$ cat config.mk
export PLATFORM = sky130hd
export DESIGN_NAME = alternating_bit_sender
export DESIGN_NICKNAME = d
export VERILOG_FILES = /design/src/rtl/abs_pkg.sv /design/src/rtl/abs_ram.sv /design/src/rtl/abs_ctrl.sv /design/src/rtl/abs_dp.sv /design/src/rtl/alternating_bit_sender.sv
export SDC_FILE = /design/constraint.sdc
export NUM_CORES = 1
export LEC_CHECK = 0
export ABC_AREA = 1
export CAP_MARGIN = 40
export CORE_AREA = 2 2 214 216
export DETAILED_ROUTE_END_ITERATION = 10
export DIE_AREA = 0 0 216 218
export DONT_BUFFER_PORTS = 1
export GPL_TIMING_DRIVEN = 0
export SLEW_MARGIN = 20
export SYNTH_ARGS = -nofsm -noshare
export SYNTH_HDL_FRONTEND = slang
export SYNTH_SLANG_ARGS = --single-unit
$ cat constraint.sdc
create_clock -name i_clk -period 4.3 [get_ports i_clk]
set_input_delay 0.43 -clock i_clk [delete_from_list [all_inputs] [get_ports i_clk]]
set_output_delay 0.43 -clock i_clk [all_outputs]
set_load 0.01 [all_outputs]
$ cat src/rtl/abs_pkg.sv
`timescale 1ns / 1ps
// ----------------------------------------------------------------------------
// abs_pkg
// Shared types and codes for the alternating-bit sender.
// ----------------------------------------------------------------------------
package abs_pkg;

    localparam int unsigned SUM_W    = 14;
    localparam int unsigned ACKSUM_W = 32;
    localparam int unsigned PERIOD_W = 16;
    localparam logic [PERIOD_W-1:0] RESET_PERIOD = 16'd15;

    typedef enum logic [1:0] {
        K_MSG_BYTE = 2'd0,
        K_ACK_BYTE = 2'd1,
        K_ACK_HDR  = 2'd2,
        K_EXPIRY   = 2'd3
    } t_in_kind;

    typedef enum logic [2:0] {
        O_PAYLOAD     = 3'd0,
        O_HEADER      = 3'd1,
        O_START_TIMER = 3'd2,
        O_STOP_TIMER  = 3'd3,
        O_MSG_DROPPED = 3'd4,
        O_ACK_DISCARD = 3'd5,
        O_EXPIRY_IGN  = 3'd6
    } t_out_kind;

    typedef enum logic [1:0] {
        R_NOT_WAITING = 2'd0,
        R_CORRUPTED   = 2'd1,
        R_WRONG_ACK   = 2'd2
    } t_reason;

    typedef enum logic [2:0] {
        S_IDLE,
        S_PREP,
        S_SEND,
        S_HDR,
        S_TMR,
        S_ONE
    } t_state;

    typedef struct packed {
        logic      acc;
        logic      idx_clr;
        logic      idx_inc;
        logic      push;
        t_out_kind okind;
        t_reason   reason;
        logic      last;
    } t_dp_cmd;

    typedef struct packed {
        logic waiting;
        logic msg_last;
        logic ack_sum_ok;
        logic ack_num_ok;
        logic idx_last;
        logic out_free;
    } t_dp_status;

endpackage

$ cat src/rtl/abs_ram.sv
`timescale 1ns / 1ps
// ----------------------------------------------------------------------------
// abs_ram
// Generic single-write, single-read RAM with registered read data.
// ----------------------------------------------------------------------------
module abs_ram #(
    parameter int unsigned WIDTH = 8,
    parameter int unsigned DEPTH = 20,
    localparam int unsigned AW   = (DEPTH > 1) ? $clog2(DEPTH) : 1
) (
    input  logic             i_clk,
    input  logic             i_we,
    input  logic [AW-1:0]    i_waddr,
    input  logic [WIDTH-1:0] i_wdata,
    input  logic [AW-1:0]    i_raddr,
    output logic [WIDTH-1:0] o_rdata
);

    logic [WIDTH-1:0] r_mem [DEPTH];
    logic [WIDTH-1:0] r_rdata;

    always_ff @(posedge i_clk) begin
        if (i_we) begin
            r_mem[i_waddr] <= i_wdata;
        end
        r_rdata <= r_mem[i_raddr];
    end

    assign o_rdata = r_rdata;

endmodule

$ cat src/rtl/abs_ctrl.sv
`timescale 1ns / 1ps
// ----------------------------------------------------------------------------
// abs_ctrl
// Sequencer: dispatches input words and steps out result words.
// ----------------------------------------------------------------------------
module abs_ctrl
    import abs_pkg::*;
(
    input  logic       i_clk,
    input  logic       i_rst_n,
    input  logic       i_in_valid,
    input  logic [1:0] i_kind,
    input  t_dp_status i_status,
    output logic       o_in_ready,
    output t_dp_cmd    o_cmd
);

    t_state    r_state, n_state;
    t_out_kind r_one_kind, n_one_kind;
    t_reason   r_one_reason, n_one_reason;
    logic      acc;

    always_ff @(posedge i_clk) begin
        if (!i_rst_n) begin
            r_state <= S_IDLE;
        end else begin
            r_state <= n_state;
        end
        r_one_kind   <= n_one_kind;
        r_one_reason <= n_one_reason;
    end

    assign o_in_ready = (r_state == S_IDLE);
    assign acc        = i_in_valid && o_in_ready;

    always_comb begin
        n_state      = r_state;
        n_one_kind   = r_one_kind;
        n_one_reason = r_one_reason;
        o_cmd        = '0;
        o_cmd.okind  = O_PAYLOAD;
        o_cmd.reason = R_NOT_WAITING;
        o_cmd.acc    = acc;
        case (r_state)
            S_IDLE: begin
                if (acc) begin
                    n_one_reason = R_NOT_WAITING;
                    case (t_in_kind'(i_kind))
                        K_MSG_BYTE: begin
                            if (i_status.msg_last) begin
                                if (i_status.waiting) begin
                                    n_one_kind = O_MSG_DROPPED;
                                    n_state    = S_ONE;
                                end else begin
                                    n_state = S_PREP;
                                end
                            end
                        end
                        K_ACK_HDR: begin
                            n_state = S_ONE;
                            if (!i_status.waiting) begin
                                n_one_kind = O_ACK_DISCARD;
                            end else if (!i_status.ack_sum_ok) begin
                                n_one_kind   = O_ACK_DISCARD;
                                n_one_reason = R_CORRUPTED;
                            end else if (!i_status.ack_num_ok) begin
                                n_one_kind   = O_ACK_DISCARD;
                                n_one_reason = R_WRONG_ACK;
                            end else begin
                                n_one_kind = O_STOP_TIMER;
                            end
                        end
                        K_EXPIRY: begin
                            if (i_status.waiting) begin
                                n_state = S_PREP;
                            end else begin
                                n_one_kind = O_EXPIRY_IGN;
                                n_state    = S_ONE;
                            end
                        end
                        default: begin
                        end
                    endcase
                end
            end
            S_PREP: begin
                o_cmd.idx_clr = 1'b1;
                n_state       = S_SEND;
            end
            S_SEND: begin
                if (i_status.out_free) begin
                    o_cmd.push    = 1'b1;
                    o_cmd.idx_inc = 1'b1;
                    o_cmd.okind   = O_PAYLOAD;
                    if (i_status.idx_last) begin
                        n_state = S_HDR;
                    end
                end
            end
            S_HDR: begin
                if (i_status.out_free) begin
                    o_cmd.push  = 1'b1;
                    o_cmd.okind = O_HEADER;
                    n_state     = S_TMR;
                end
            end
            S_TMR: begin
                if (i_status.out_free) begin
                    o_cmd.push  = 1'b1;
                    o_cmd.okind = O_START_TIMER;
                    o_cmd.last  = 1'b1;
                    n_state     = S_IDLE;
                end
            end
            S_ONE: begin
                if (i_status.out_free) begin
                    o_cmd.push   = 1'b1;
                    o_cmd.okind  = r_one_kind;
                    o_cmd.reason = r_one_reason;
                    o_cmd.last   = 1'b1;
                    n_state      = S_IDLE;
                end
            end
            default: begin
                n_state = S_IDLE;
            end
        endcase
    end

endmodule

$ cat src/rtl/abs_dp.sv
`timescale 1ns / 1ps
// ----------------------------------------------------------------------------
// abs_dp
// Datapath: protocol state, sums, packet store and output register.
// ----------------------------------------------------------------------------
module abs_dp
    import abs_pkg::*;
#(
    parameter int unsigned PAYLOAD_BYTES = 20,
    localparam int unsigned AW = (PAYLOAD_BYTES > 1) ? $clog2(PAYLOAD_BYTES) : 1
) (
    input  logic                i_clk,
    input  logic                i_rst_n,
    input  t_dp_cmd             i_cmd,
    output t_dp_status          o_status,
    input  logic [1:0]          i_kind,
    input  logic [7:0]          i_data_byte,
    input  logic signed [31:0]  i_ack_seqnum,
    input  logic signed [31:0]  i_ack_acknum,
    input  logic signed [31:0]  i_ack_checksum,
    input  logic                i_cfg_valid,
    input  logic [15:0]         i_cfg_data,
    output logic                o_cfg_ready,
    output logic                o_out_valid,
    input  logic                i_out_ready,
    output logic [2:0]          o_out_kind,
    output logic [7:0]          o_out_byte,
    output logic                o_out_seqnum,
    output logic                o_out_acknum,
    output logic [13:0]         o_out_checksum,
    output logic [15:0]         o_timer_period,
    output logic [1:0]          o_discard_reason,
    output logic                o_last
);

    localparam logic [AW-1:0] LAST_IDX = AW'(PAYLOAD_BYTES - 1);

    logic                r_waiting, n_waiting;
    logic                r_seq, n_seq;
    logic [AW-1:0]       r_msg_cnt, n_msg_cnt;
    logic [SUM_W-1:0]    r_msg_sum, n_msg_sum;
    logic [SUM_W-1:0]    r_stored, n_stored;
    logic [ACKSUM_W-1:0] r_ack_sum, n_ack_sum;
    logic [PERIOD_W-1:0] r_period;
    logic [AW-1:0]       r_idx, n_idx;
    logic                r_out_valid;
    logic [2:0]          r_out_kind;
    logic [7:0]          r_out_byte;
    logic                r_out_seq;
    logic [SUM_W-1:0]    r_out_csum;
    logic [PERIOD_W-1:0] r_out_period;
    logic [1:0]          r_out_reason;
    logic                r_out_last;

    logic [ACKSUM_W-1:0] expect_sum;
    logic [SUM_W-1:0]    sum_base;
    logic                ram_we;
    logic [AW-1:0]       ram_raddr;
    logic [7:0]          ram_rdata;
    logic                is_msg, is_ack_byte, is_ack_hdr;

    assign is_msg      = i_cmd.acc && (t_in_kind'(i_kind) == K_MSG_BYTE);
    assign is_ack_byte = i_cmd.acc && (t_in_kind'(i_kind) == K_ACK_BYTE);
    assign is_ack_hdr  = i_cmd.acc && (t_in_kind'(i_kind) == K_ACK_HDR);

    assign expect_sum = i_ack_seqnum + i_ack_acknum + r_ack_sum;

    assign o_status.waiting    = r_waiting;
    assign o_status.msg_last   = (r_msg_cnt == LAST_IDX);
    assign o_status.ack_sum_ok = (i_ack_checksum == expect_sum);
    assign o_status.ack_num_ok = (i_ack_acknum == {31'd0, r_seq});
    assign o_status.idx_last   = (r_idx == LAST_IDX);
    assign o_status.out_free   = !r_out_valid || i_out_ready;

    assign ram_we    = is_msg && !r_waiting;
    assign ram_raddr = n_idx;

    abs_ram #(
        .WIDTH (8),
        .DEPTH (PAYLOAD_BYTES)
    ) u_store (
        .i_clk   (i_clk),
        .i_we    (ram_we),
        .i_waddr (r_msg_cnt),
        .i_wdata (i_data_byte),
        .i_raddr (ram_raddr),
        .o_rdata (ram_rdata)
    );

    always_comb begin
        n_waiting = r_waiting;
        n_seq     = r_seq;
        n_msg_cnt = r_msg_cnt;
        n_msg_sum = r_msg_sum;
        n_stored  = r_stored;
        n_ack_sum = r_ack_sum;
        n_idx     = r_idx;
        sum_base  = (r_msg_cnt == '0) ? '0 : r_msg_sum;

        if (is_msg) begin
            n_msg_sum = sum_base;
            if (!r_waiting) begin
                n_msg_sum = sum_base + SUM_W'(i_data_byte);
            end
            if (o_status.msg_last) begin
                n_msg_cnt = '0;
                if (!r_waiting) begin
                    n_stored  = n_msg_sum + SUM_W'(r_seq);
                    n_waiting = 1'b1;
                end
            end else begin
                n_msg_cnt = r_msg_cnt + 1'b1;
            end
        end
        if (is_ack_byte) begin
            n_ack_sum = r_ack_sum + ACKSUM_W'(i_data_byte);
        end
        if (is_ack_hdr) begin
            n_ack_sum = '0;
            if (r_waiting && o_status.ack_sum_ok && o_status.ack_num_ok) begin
                n_seq     = !r_seq;
                n_waiting = 1'b0;
            end
        end

        if (i_cmd.idx_clr) begin
            n_idx = '0;
        end else if (i_cmd.idx_inc && !o_status.idx_last) begin
            n_idx = r_idx + 1'b1;
        end
    end

    always_ff @(posedge i_clk) begin
        if (!i_rst_n) begin
            r_waiting   <= 1'b0;
            r_seq       <= 1'b0;
            r_msg_cnt   <= '0;
            r_msg_sum   <= '0;
            r_stored    <= '0;
            r_ack_sum   <= '0;
            r_period    <= RESET_PERIOD;
            r_idx       <= '0;
            r_out_valid <= 1'b0;
        end else begin
            r_waiting <= n_waiting;
            r_seq     <= n_seq;
            r_msg_cnt <= n_msg_cnt;
            r_msg_sum <= n_msg_sum;
            r_stored  <= n_stored;
            r_ack_sum <= n_ack_sum;
            r_idx     <= n_idx;
            if (i_cfg_valid) begin
                r_period <= i_cfg_data;
            end
            if (i_cmd.push) begin
                r_out_valid <= 1'b1;
            end else if (i_out_ready) begin
                r_out_valid <= 1'b0;
            end
        end
    end

    // result word payload
    always_ff @(posedge i_clk) begin
        if (i_cmd.push) begin
            r_out_kind   <= i_cmd.okind;
            r_out_byte   <= (i_cmd.okind == O_PAYLOAD) ? ram_rdata : 8'd0;
            r_out_seq    <= (i_cmd.okind == O_HEADER) ? r_seq : 1'b0;
            r_out_csum   <= (i_cmd.okind == O_HEADER) ? r_stored : '0;
            r_out_period <= (i_cmd.okind == O_START_TIMER) ? r_period : '0;
            r_out_reason <= i_cmd.reason;
            r_out_last   <= i_cmd.last;
        end
    end

    assign o_cfg_ready      = 1'b1;
    assign o_out_valid      = r_out_valid;
    assign o_out_kind       = r_out_kind;
    assign o_out_byte       = r_out_byte;
    assign o_out_seqnum     = r_out_seq;
    assign o_out_acknum     = 1'b0;
    assign o_out_checksum   = r_out_csum;
    assign o_timer_period   = r_out_period;
    assign o_discard_reason = r_out_reason;
    assign o_last           = r_out_last;

endmodule

$ cat src/rtl/alternating_bit_sender.sv
`timescale 1ns / 1ps
// ----------------------------------------------------------------------------
// alternating_bit_sender
// Stop-and-wait sender: stores a message, sends it with header and timer
// start, checks acks and resends on timer expiry.
// ----------------------------------------------------------------------------
// Message bytes and ack payload bytes are taken one per cycle; a result word
// appears in the output register the cycle after it is formed.
// A packet send or resend steps the sequencer through a store read prefetch, then
// payload words, header and timer start, one per cycle unless the output stalls.
// A single report goes out from S_ONE; input is held off while words go out.
// Synchronous active-low reset returns to idle, sequence bit 0, period 15.
module alternating_bit_sender
    import abs_pkg::*;
#(
    parameter int unsigned PAYLOAD_BYTES = 20
) (
    input  logic               i_clk,
    input  logic               i_rst_n,
    input  logic               i_in_valid,
    output logic               o_in_ready,
    input  logic [1:0]         i_kind,
    input  logic [7:0]         i_data_byte,
    input  logic signed [31:0] i_ack_seqnum,
    input  logic signed [31:0] i_ack_acknum,
    input  logic signed [31:0] i_ack_checksum,
    input  logic               i_cfg_valid,
    output logic               o_cfg_ready,
    input  logic [15:0]        i_cfg_data,
    output logic               o_out_valid,
    input  logic               i_out_ready,
    output logic [2:0]         o_out_kind,
    output logic [7:0]         o_out_byte,
    output logic               o_out_seqnum,
    output logic               o_out_acknum,
    output logic [13:0]        o_out_checksum,
    output logic [15:0]        o_timer_period,
    output logic [1:0]         o_discard_reason,
    output logic               o_last
);

    t_dp_cmd    cmd;
    t_dp_status status;

    abs_ctrl u_ctrl (
        .i_clk      (i_clk),
        .i_rst_n    (i_rst_n),
        .i_in_valid (i_in_valid),
        .i_kind     (i_kind),
        .i_status   (status),
        .o_in_ready (o_in_ready),
        .o_cmd      (cmd)
    );

    abs_dp #(
        .PAYLOAD_BYTES (PAYLOAD_BYTES)
    ) u_dp (
        .i_clk            (i_clk),
        .i_rst_n          (i_rst_n),
        .i_cmd            (cmd),
        .o_status         (status),
        .i_kind           (i_kind),
        .i_data_byte      (i_data_byte),
        .i_ack_seqnum     (i_ack_seqnum),
        .i_ack_acknum     (i_ack_acknum),
        .i_ack_checksum   (i_ack_checksum),
        .i_cfg_valid      (i_cfg_valid),
        .i_cfg_data       (i_cfg_data),
        .o_cfg_ready      (o_cfg_ready),
        .o_out_valid      (o_out_valid),
        .i_out_ready      (i_out_ready),
        .o_out_kind       (o_out_kind),
        .o_out_byte       (o_out_byte),
        .o_out_seqnum     (o_out_seqnum),
        .o_out_acknum     (o_out_acknum),
        .o_out_checksum   (o_out_checksum),
        .o_timer_period   (o_timer_period),
        .o_discard_reason (o_discard_reason),
        .o_last           (o_last)
    );

    // a result word is never loaded over one still waiting
    a_no_overwrite: assert property (@(posedge i_clk) disable iff (!i_rst_n)
        cmd.push |-> status.out_free)
        else $error("result word overwritten");

    // no result word is formed while input is being taken
    a_idle_no_push: assert property (@(posedge i_clk) disable iff (!i_rst_n)
        o_in_ready |-> !cmd.push)
        else $error("push while idle");

    // a good ack header ends the wait
    a_ack_clears: assert property (@(posedge i_clk) disable iff (!i_rst_n)
        (cmd.acc && (t_in_kind'(i_kind) == K_ACK_HDR) && status.waiting
         && status.ack_sum_ok && status.ack_num_ok) |=> !status.waiting)
        else $error("valid ack did not clear wait");

    // the final word of a run is a timer start or a single report
    a_last_kind: assert property (@(posedge i_clk) disable iff (!i_rst_n)
        (cmd.push && cmd.last) |-> (cmd.okind != O_PAYLOAD && cmd.okind != O_HEADER))
        else $error("bad last word");

endmodule

* Word level (Yosys, flattened, before mapping)
Memory sizes are Yosys's and may differ from the RTL's. A register that Yosys moved wholly into a read port is not among the register bits.
Cells that the tools add are included.
** Word-level totals
- Register bits after elaboration :: 142
- RAM bits :: 160
- Word-level logic and storage cells :: 125
- Memories :: 1
** Cells by class
- Add/sub/neg operators :: 7
- Equality and inequality tests :: 24
- Multiplexer cells :: 42
- Bitwise gates (word level) :: 2
- Reductions and logical operators :: 29
** Memories
- u_dp.u_store.r_mem :: words 20, width 8, read ports 1, clocked after memory_dff 1, wr ports 1, line abs_ram.sv:19 : logic [WIDTH-1:0] r_mem [DEPTH];
** Operators with widths (number)
- $add 32x32->32 :: 2
- $mux 14 :: 3
- $mux 3 :: 14
- $add 32x8->32 :: 1
- $eq 32x1->1 :: 1
- $eq 32x32->1 :: 1
- $mux 5 :: 4
- $pmux 3 s3 :: 2
- $pmux 4 s4 :: 1
- $pmux 3 s5 :: 1
- $add 14x1->14 :: 1
- $add 14x8->14 :: 1
- $mux 1 :: 12
- $add 5x1->5 const B :: 2
- $eq 5x5->1 const B :: 2
- $ne 2x2->1 const B :: 5
- $eq 3x2->1 const B :: 3
- $logic_and 1x1->1 :: 8
- $mux 4 :: 2
- $reduce_and 2->1 :: 4
- $mux 7 :: 1
- $reduce_and 7->1 :: 1
- $eq 3x1->1 const B :: 2
- $eq 3x3->1 const B :: 2
- other kinds (18) :: 28

* Depth between registers and ports, before layout
- Depth after elaboration :: 7
- Depth in mapped cells :: 24
- Gate-level depth less buffers :: 24

* Modules after synthesis
From an unflattened synthesis, not the netlist that was laid out.
** Unflattened totals
- Cell total of the unflattened synthesis :: 2110
- Area total of the unflattened synthesis :: 17495.5 µm²
** By module, submodules not included
- abs_dp :: instances 1, cells an instance 1471, area an instance 10233.6 µm², sequential area each 3133.0 µm²
- abs_ram :: instances 1, cells an instance 565, area an instance 6734.0 µm², sequential area each 4964.8 µm²
- abs_ctrl :: instances 1, cells an instance 74, area an instance 528.0 µm², sequential area each 210.2 µm²

* Least setup slack after synthesis
No wires, ideal clock.
- Path kind :: flip-flop to flip-flop
- Start point :: reg u_ctrl.r_state[1]
- End point :: reg u_dp.r_out_reason[0], in the netlist u_dp.o_discard_reason[0] (enable)
- Data arrival time :: 2641 ps
- Data required time :: 3853 ps
- Setup slack :: 1211 ps
- Cell stages (with the launch flop) :: 5
- Period minus slack after synthesis :: 3089 ps
- Cells stage by stage :: dfxtp_1 -> inv_1 -> nor3_1 -> nor3_1 -> nor2_1
** RTL lines
- start, declared :: line abs_ctrl.sv:18 : t_state r_state, n_state;
- start signal, assigned :: line abs_ctrl.sv:27 : r_state <= n_state;
- end signal, assigned :: line abs_dp.sv:171 : r_out_reason <= i_cmd.reason;
- end, declared :: line abs_dp.sv:52 : logic [1:0] r_out_reason;

* Final worst setup path
- Start point :: reg u_dp.r_msg_cnt[2]
- End point :: reg u_dp.r_stored[13]
** Between the ends
- Longest elaborated chain between the ends :: 6
** RTL lines
- start, declared :: line abs_dp.sv:40 : logic [AW-1:0] r_msg_cnt, n_msg_cnt;
- start signal, assigned :: line abs_dp.sv:147 : r_msg_cnt <= n_msg_cnt;
- $logic_not 5->1 :: line abs_dp.sv:98 : sum_base = (r_msg_cnt == '0) ? '0 : r_msg_sum;
- $mux 14 :: line abs_dp.sv:98
- $add 14x8->14 :: line abs_dp.sv:103 : n_msg_sum = sum_base + SUM_W'(i_data_byte);
- $mux 14 :: line abs_dp.sv:102 : if (!r_waiting) begin
- $mux 14 :: line abs_dp.sv:100 : if (is_msg) begin
- $add 14x1->14 :: line abs_dp.sv:108 : n_stored = n_msg_sum + SUM_W'(r_seq);
- end signal, assigned :: line abs_dp.sv:149 : r_stored <= n_stored;
- end, declared :: line abs_dp.sv:42 : logic [SUM_W-1:0] r_stored, n_stored;
Several ways; a longest one is shown, not always the timed one. The select of a mux whose other input is x is not followed.
A chain may end at the register's enable or synchronous reset.

==> impl_results.md <==
* Run status: finished clean
* First-pass GRT wire length at around 72 mm
* Cell area after synthesis at between 15,000 and 20,000 µm²
* Clk slew on worst S/H paths at ~0.060 ns
* Syn Nets at 2,226
* Internal at roughly 6100 µW
* Die W at 216 µm
* Final WS setup at ~0.72 ns
* Seq cells post-synth at between 300 and 400
* Yosys top cell by area: edfxtp_1
* Leading post-synthesis cells by cell area: edfxtp_1, dfxtp_1, nand2_1
* Sequential Power Share at about two fifths
* Worst Skew at ~0.013 ns
* Largest net degree at the start of global routing at 25
* Antenna viol nets, final at 0
* Drt first-iter violations at 868
* Period utilization at 83.17%
* Net Sw Frac at a little over a third
* Critical path arrival at slightly above 4 ns
* Fillers at about 4,500
* IO Pins at 176
* Worst rel slew slack at 41.49%
* Hold Crit Class: in2reg
* Unrepaired setup endpoints after global routing: false
* Syn avg cell area at roughly 8.6 µm²
* Startpoint Class: flip-flop
* Layout cell share with drive strength beyond 1 at 8.573%
* Later-pin clock latency in the skew report at ~0.57 ns
* Final setup TNS at 0 ns
* Clk root buf: clkbuf_16
* Clk sinks at 310
* Initial antenna violation count at 2
* Drt drc at 0
* DIE HEIGHT at around 220 µm
* Post_cts resized at 0
* Most used DFF post-synth: edfxtp_1
* Top-count cell post-synth: nand2_1
* Tot GR Track Use at between 10% and 20%
* Power Density at approximately 500 nW/µm²
* Switching pwr at 3338 µW
* Yosys warns at 0
* GRT overflow at 0
* Final Non-Filler Cells at ~2,700
* Maximum Capacitance Violations at 0
* Crit path max fanout at 10
* Peak supply drop at around 0.32 mV
* Combinational share of power at between 30% and 40%
* # rows at a little under 80
* CTS max path bufs at 3
* Max Freq at 0.2796 GHz
* Worst path required time at between 4 and 5 ns
* ANT cells at 0
* Top cells by count, synth: nand2_1, inv_1, nor2_1, edfxtp_1, o21ai_0
* Register area share after synthesis at 48.07%
* Final Hold Viols at 0
* Router iterations before antenna repair at 5
* GRT met2 Usage at about a third
* WL final at ~46 mm
* Synth top area share at around 36%
* TritonCTS buffer count at 31
* Die area at about 47,000 µm²
* Met3 Use GR at around 3.5%
* Layout area overhead at 11.69%
* Place WS at ~0.73 ns
* Slew Limit Fails at 0
* Cells after synthesis at between 2,000 and 2,500
* Via count at 13,448
* Number of synthesized flops with an enable pin at 210
* Met1 global-route usage at 24.19%
* Wire per inst at ~17 µm
* Vias in the first global route at ~13,000
* Ys async rst share at 0%
* H-tree levels at 1
* Critical path capture point type: flip-flop
* DR vias/cell at approximately 5
* TritonCTS clock tree: done
* Gr busiest metal: met2
* Leak Pwr at around 0.0079 µW
* Critical path class: reg2reg
* Clk network pwr share at slightly below 30%
* Setup-failing EPs final at 0
* Area of the multi-input gates at between 7000 and 8000 µm²
* Global placer's final weighted congestion at 0.8857
* Seq. cell area at ~8300 µm²
* # placed instances at between 2,000 and 3,000
* Number of buffers inserted by port buffering at 0
* Core Box Area at 44,890 µm²
* Synth cell types at 55
* Final #Nets at about 2,300
* Post-route minimum period at around 3.6 ns
* Placed wire-length estimate at approximately 35 mm
* Worst-Margin Slew at roughly 0.87 ns
* Starting density of the core at around 38%
==> power by group through the flow <==
stage / Sequential, µW / Clock [µW] / Combinational (µW)
after floorplan: 3870 / 0 / 2030
after global placement: 3930 / 0 / 2740
after detailed placement: 3900 / 0 / 2840
after CTS: 3840 / 2790 / 2890
after global routing: 3860 / 2900 / 3260
final: 3830 / 2750 / 2890
==> path summary, 6_finish.rpt <==
check / start / cells past startpoint / slack [ns] / end
worst min-delay path: i_cfg_data[10] / 2 / 0.06 / u_dp.r_period[10]
worst min register to register: u_dp.r_period[9] / 2 / 0.46 / u_dp.r_period[9]
worst max-delay path: u_dp.r_msg_cnt[2] / 20 / 0.72 / u_dp.r_stored[13]
worst max register to register: u_dp.r_msg_cnt[2] / 20 / 0.72 / u_dp.r_stored[13]
==> cell type report <==
cell class	count	area share (%)
clock buffer	42	4.550
tap	600	3.889
buffer	53	1.355
inverter	298	5.795
timing repair buffer	19	1.193
sequential	310	43.04
clock inverter	15	0.7973
multi-input combinational	1351	39.38
==> cell usage in the layout, fill, tap and decap left out, types with 22 or more instances in the layout <==
master / Yosys / final
nand3_1: 109 / 109
nor3_1: 26 / 26
nor2_1: 265 / 264
nand2_1: 355 / 355
nand3b_1: 23 / 23
inv_1: 282 / 282
ha_1: 53 / 53
edfxtp_1: 210 / 210
xnor2_1: 25 / 25
o21ai_1: 25 / 25
o21ai_0: 122 / 122
clkbuf_1: 24 / 30
nand2_2: 26 / 26
dfxtp_1: 100 / 100
fa_1: 34 / 34
clkbuf_16: 0 / 32
a21oi_1: 118 / 118
xor2_1: 22 / 22
o211ai_1: 24 / 24
==> timing repair <==
| action | CTS | global route |
|---|---|---|
| hold buffers | 12 | 0 |
| buffers inserted | 0 | 0 |
| endpoints found under the hold margin | 164 | 0 |
==> kinds of logic (layout without fill, tap and decap cells) <==
family                     count (synthesis)  count (layout)  synth area share, %
AOI/OAI and AO/OA                        330             330                10.46
and+or+nand+nor                          885             885                23.28
adders and majority gates                 87              87                7.776
xor gates and xnor gates                  47              47                2.382
other                                      2               2              0.04346
buffers and inverters                    351             427                7.986
DFF                                      310             310                48.07
==> layer usage <==
metal	wire [µm]	vias to the layer above
met2	22490	373
met5	0	-
met1	19490	6234
met3	3024	77
li1	-	6764
met4	1341	0
==> stage by stage <==
stage / cell area, µm² / power (µW) / util (%) / hold slack, ns
2_1_floorplan: 17280 / 5909 / - / 0.4300
3_5_place_dp: 18070 / 6742 / 40.25 / 0.4501
3_3_place_gp: 18030 / 6664 / 40.17 / 0.4438
4_1_cts: 19220 / 9518 / 42.81 / 0.03825
6_report: 19300 / 9470 / 43.00 / 0.06458
5_1_grt: 19300 / 10020 / 43.00 / 0.04642
==> critical path, cell delays in order, from the launching register on <==
cell and delay [ns]:
dfxtp_1 0.39, nor3_2 0.26, nand2_2 0.17, buf_4 0.21
nand2_1 0.08, inv_1 0.05, ha_1 0.21, fa_1 0.41
nand3_1 0.08, nand3_1 0.10, inv_1 0.10, o221ai_1 0.12
nand2_1 0.12, xor2_1 0.35, inv_1 0.18, nor3_1 0.28
nand3_1 0.11, nand2_1 0.07, nand3_1 0.08, nand2_1 0.08
inv_1 0.03
==> registers in the layout (all words and copies together) (netlist names) <==
register               count
u_ctrl.r_state             3
u_dp.r_ack_sum            32
u_ctrl.r_one_kind          3
u_dp.u_store.o_rdata       8
u_dp.r_waiting             1
u_ctrl.r_one_reason        2
u_dp.o_out_kind            3
u_dp.o_timer_period       16
u_dp.r_msg_cnt             5
u_dp.r_period             16
u_dp.u_store.r_mem       160
u_dp.o_out_checksum       14
u_dp.o_out_byte            8
u_dp.o_out_seqnum          1
u_dp.r_stored             14
u_dp.o_discard_reason      2
u_dp.o_out_valid           1
u_dp.r_seq                 1
u_dp.r_msg_sum            14
u_dp.o_last                1
u_dp.r_idx                 5
No activity file was read; power rests on OpenSTA's default activity.
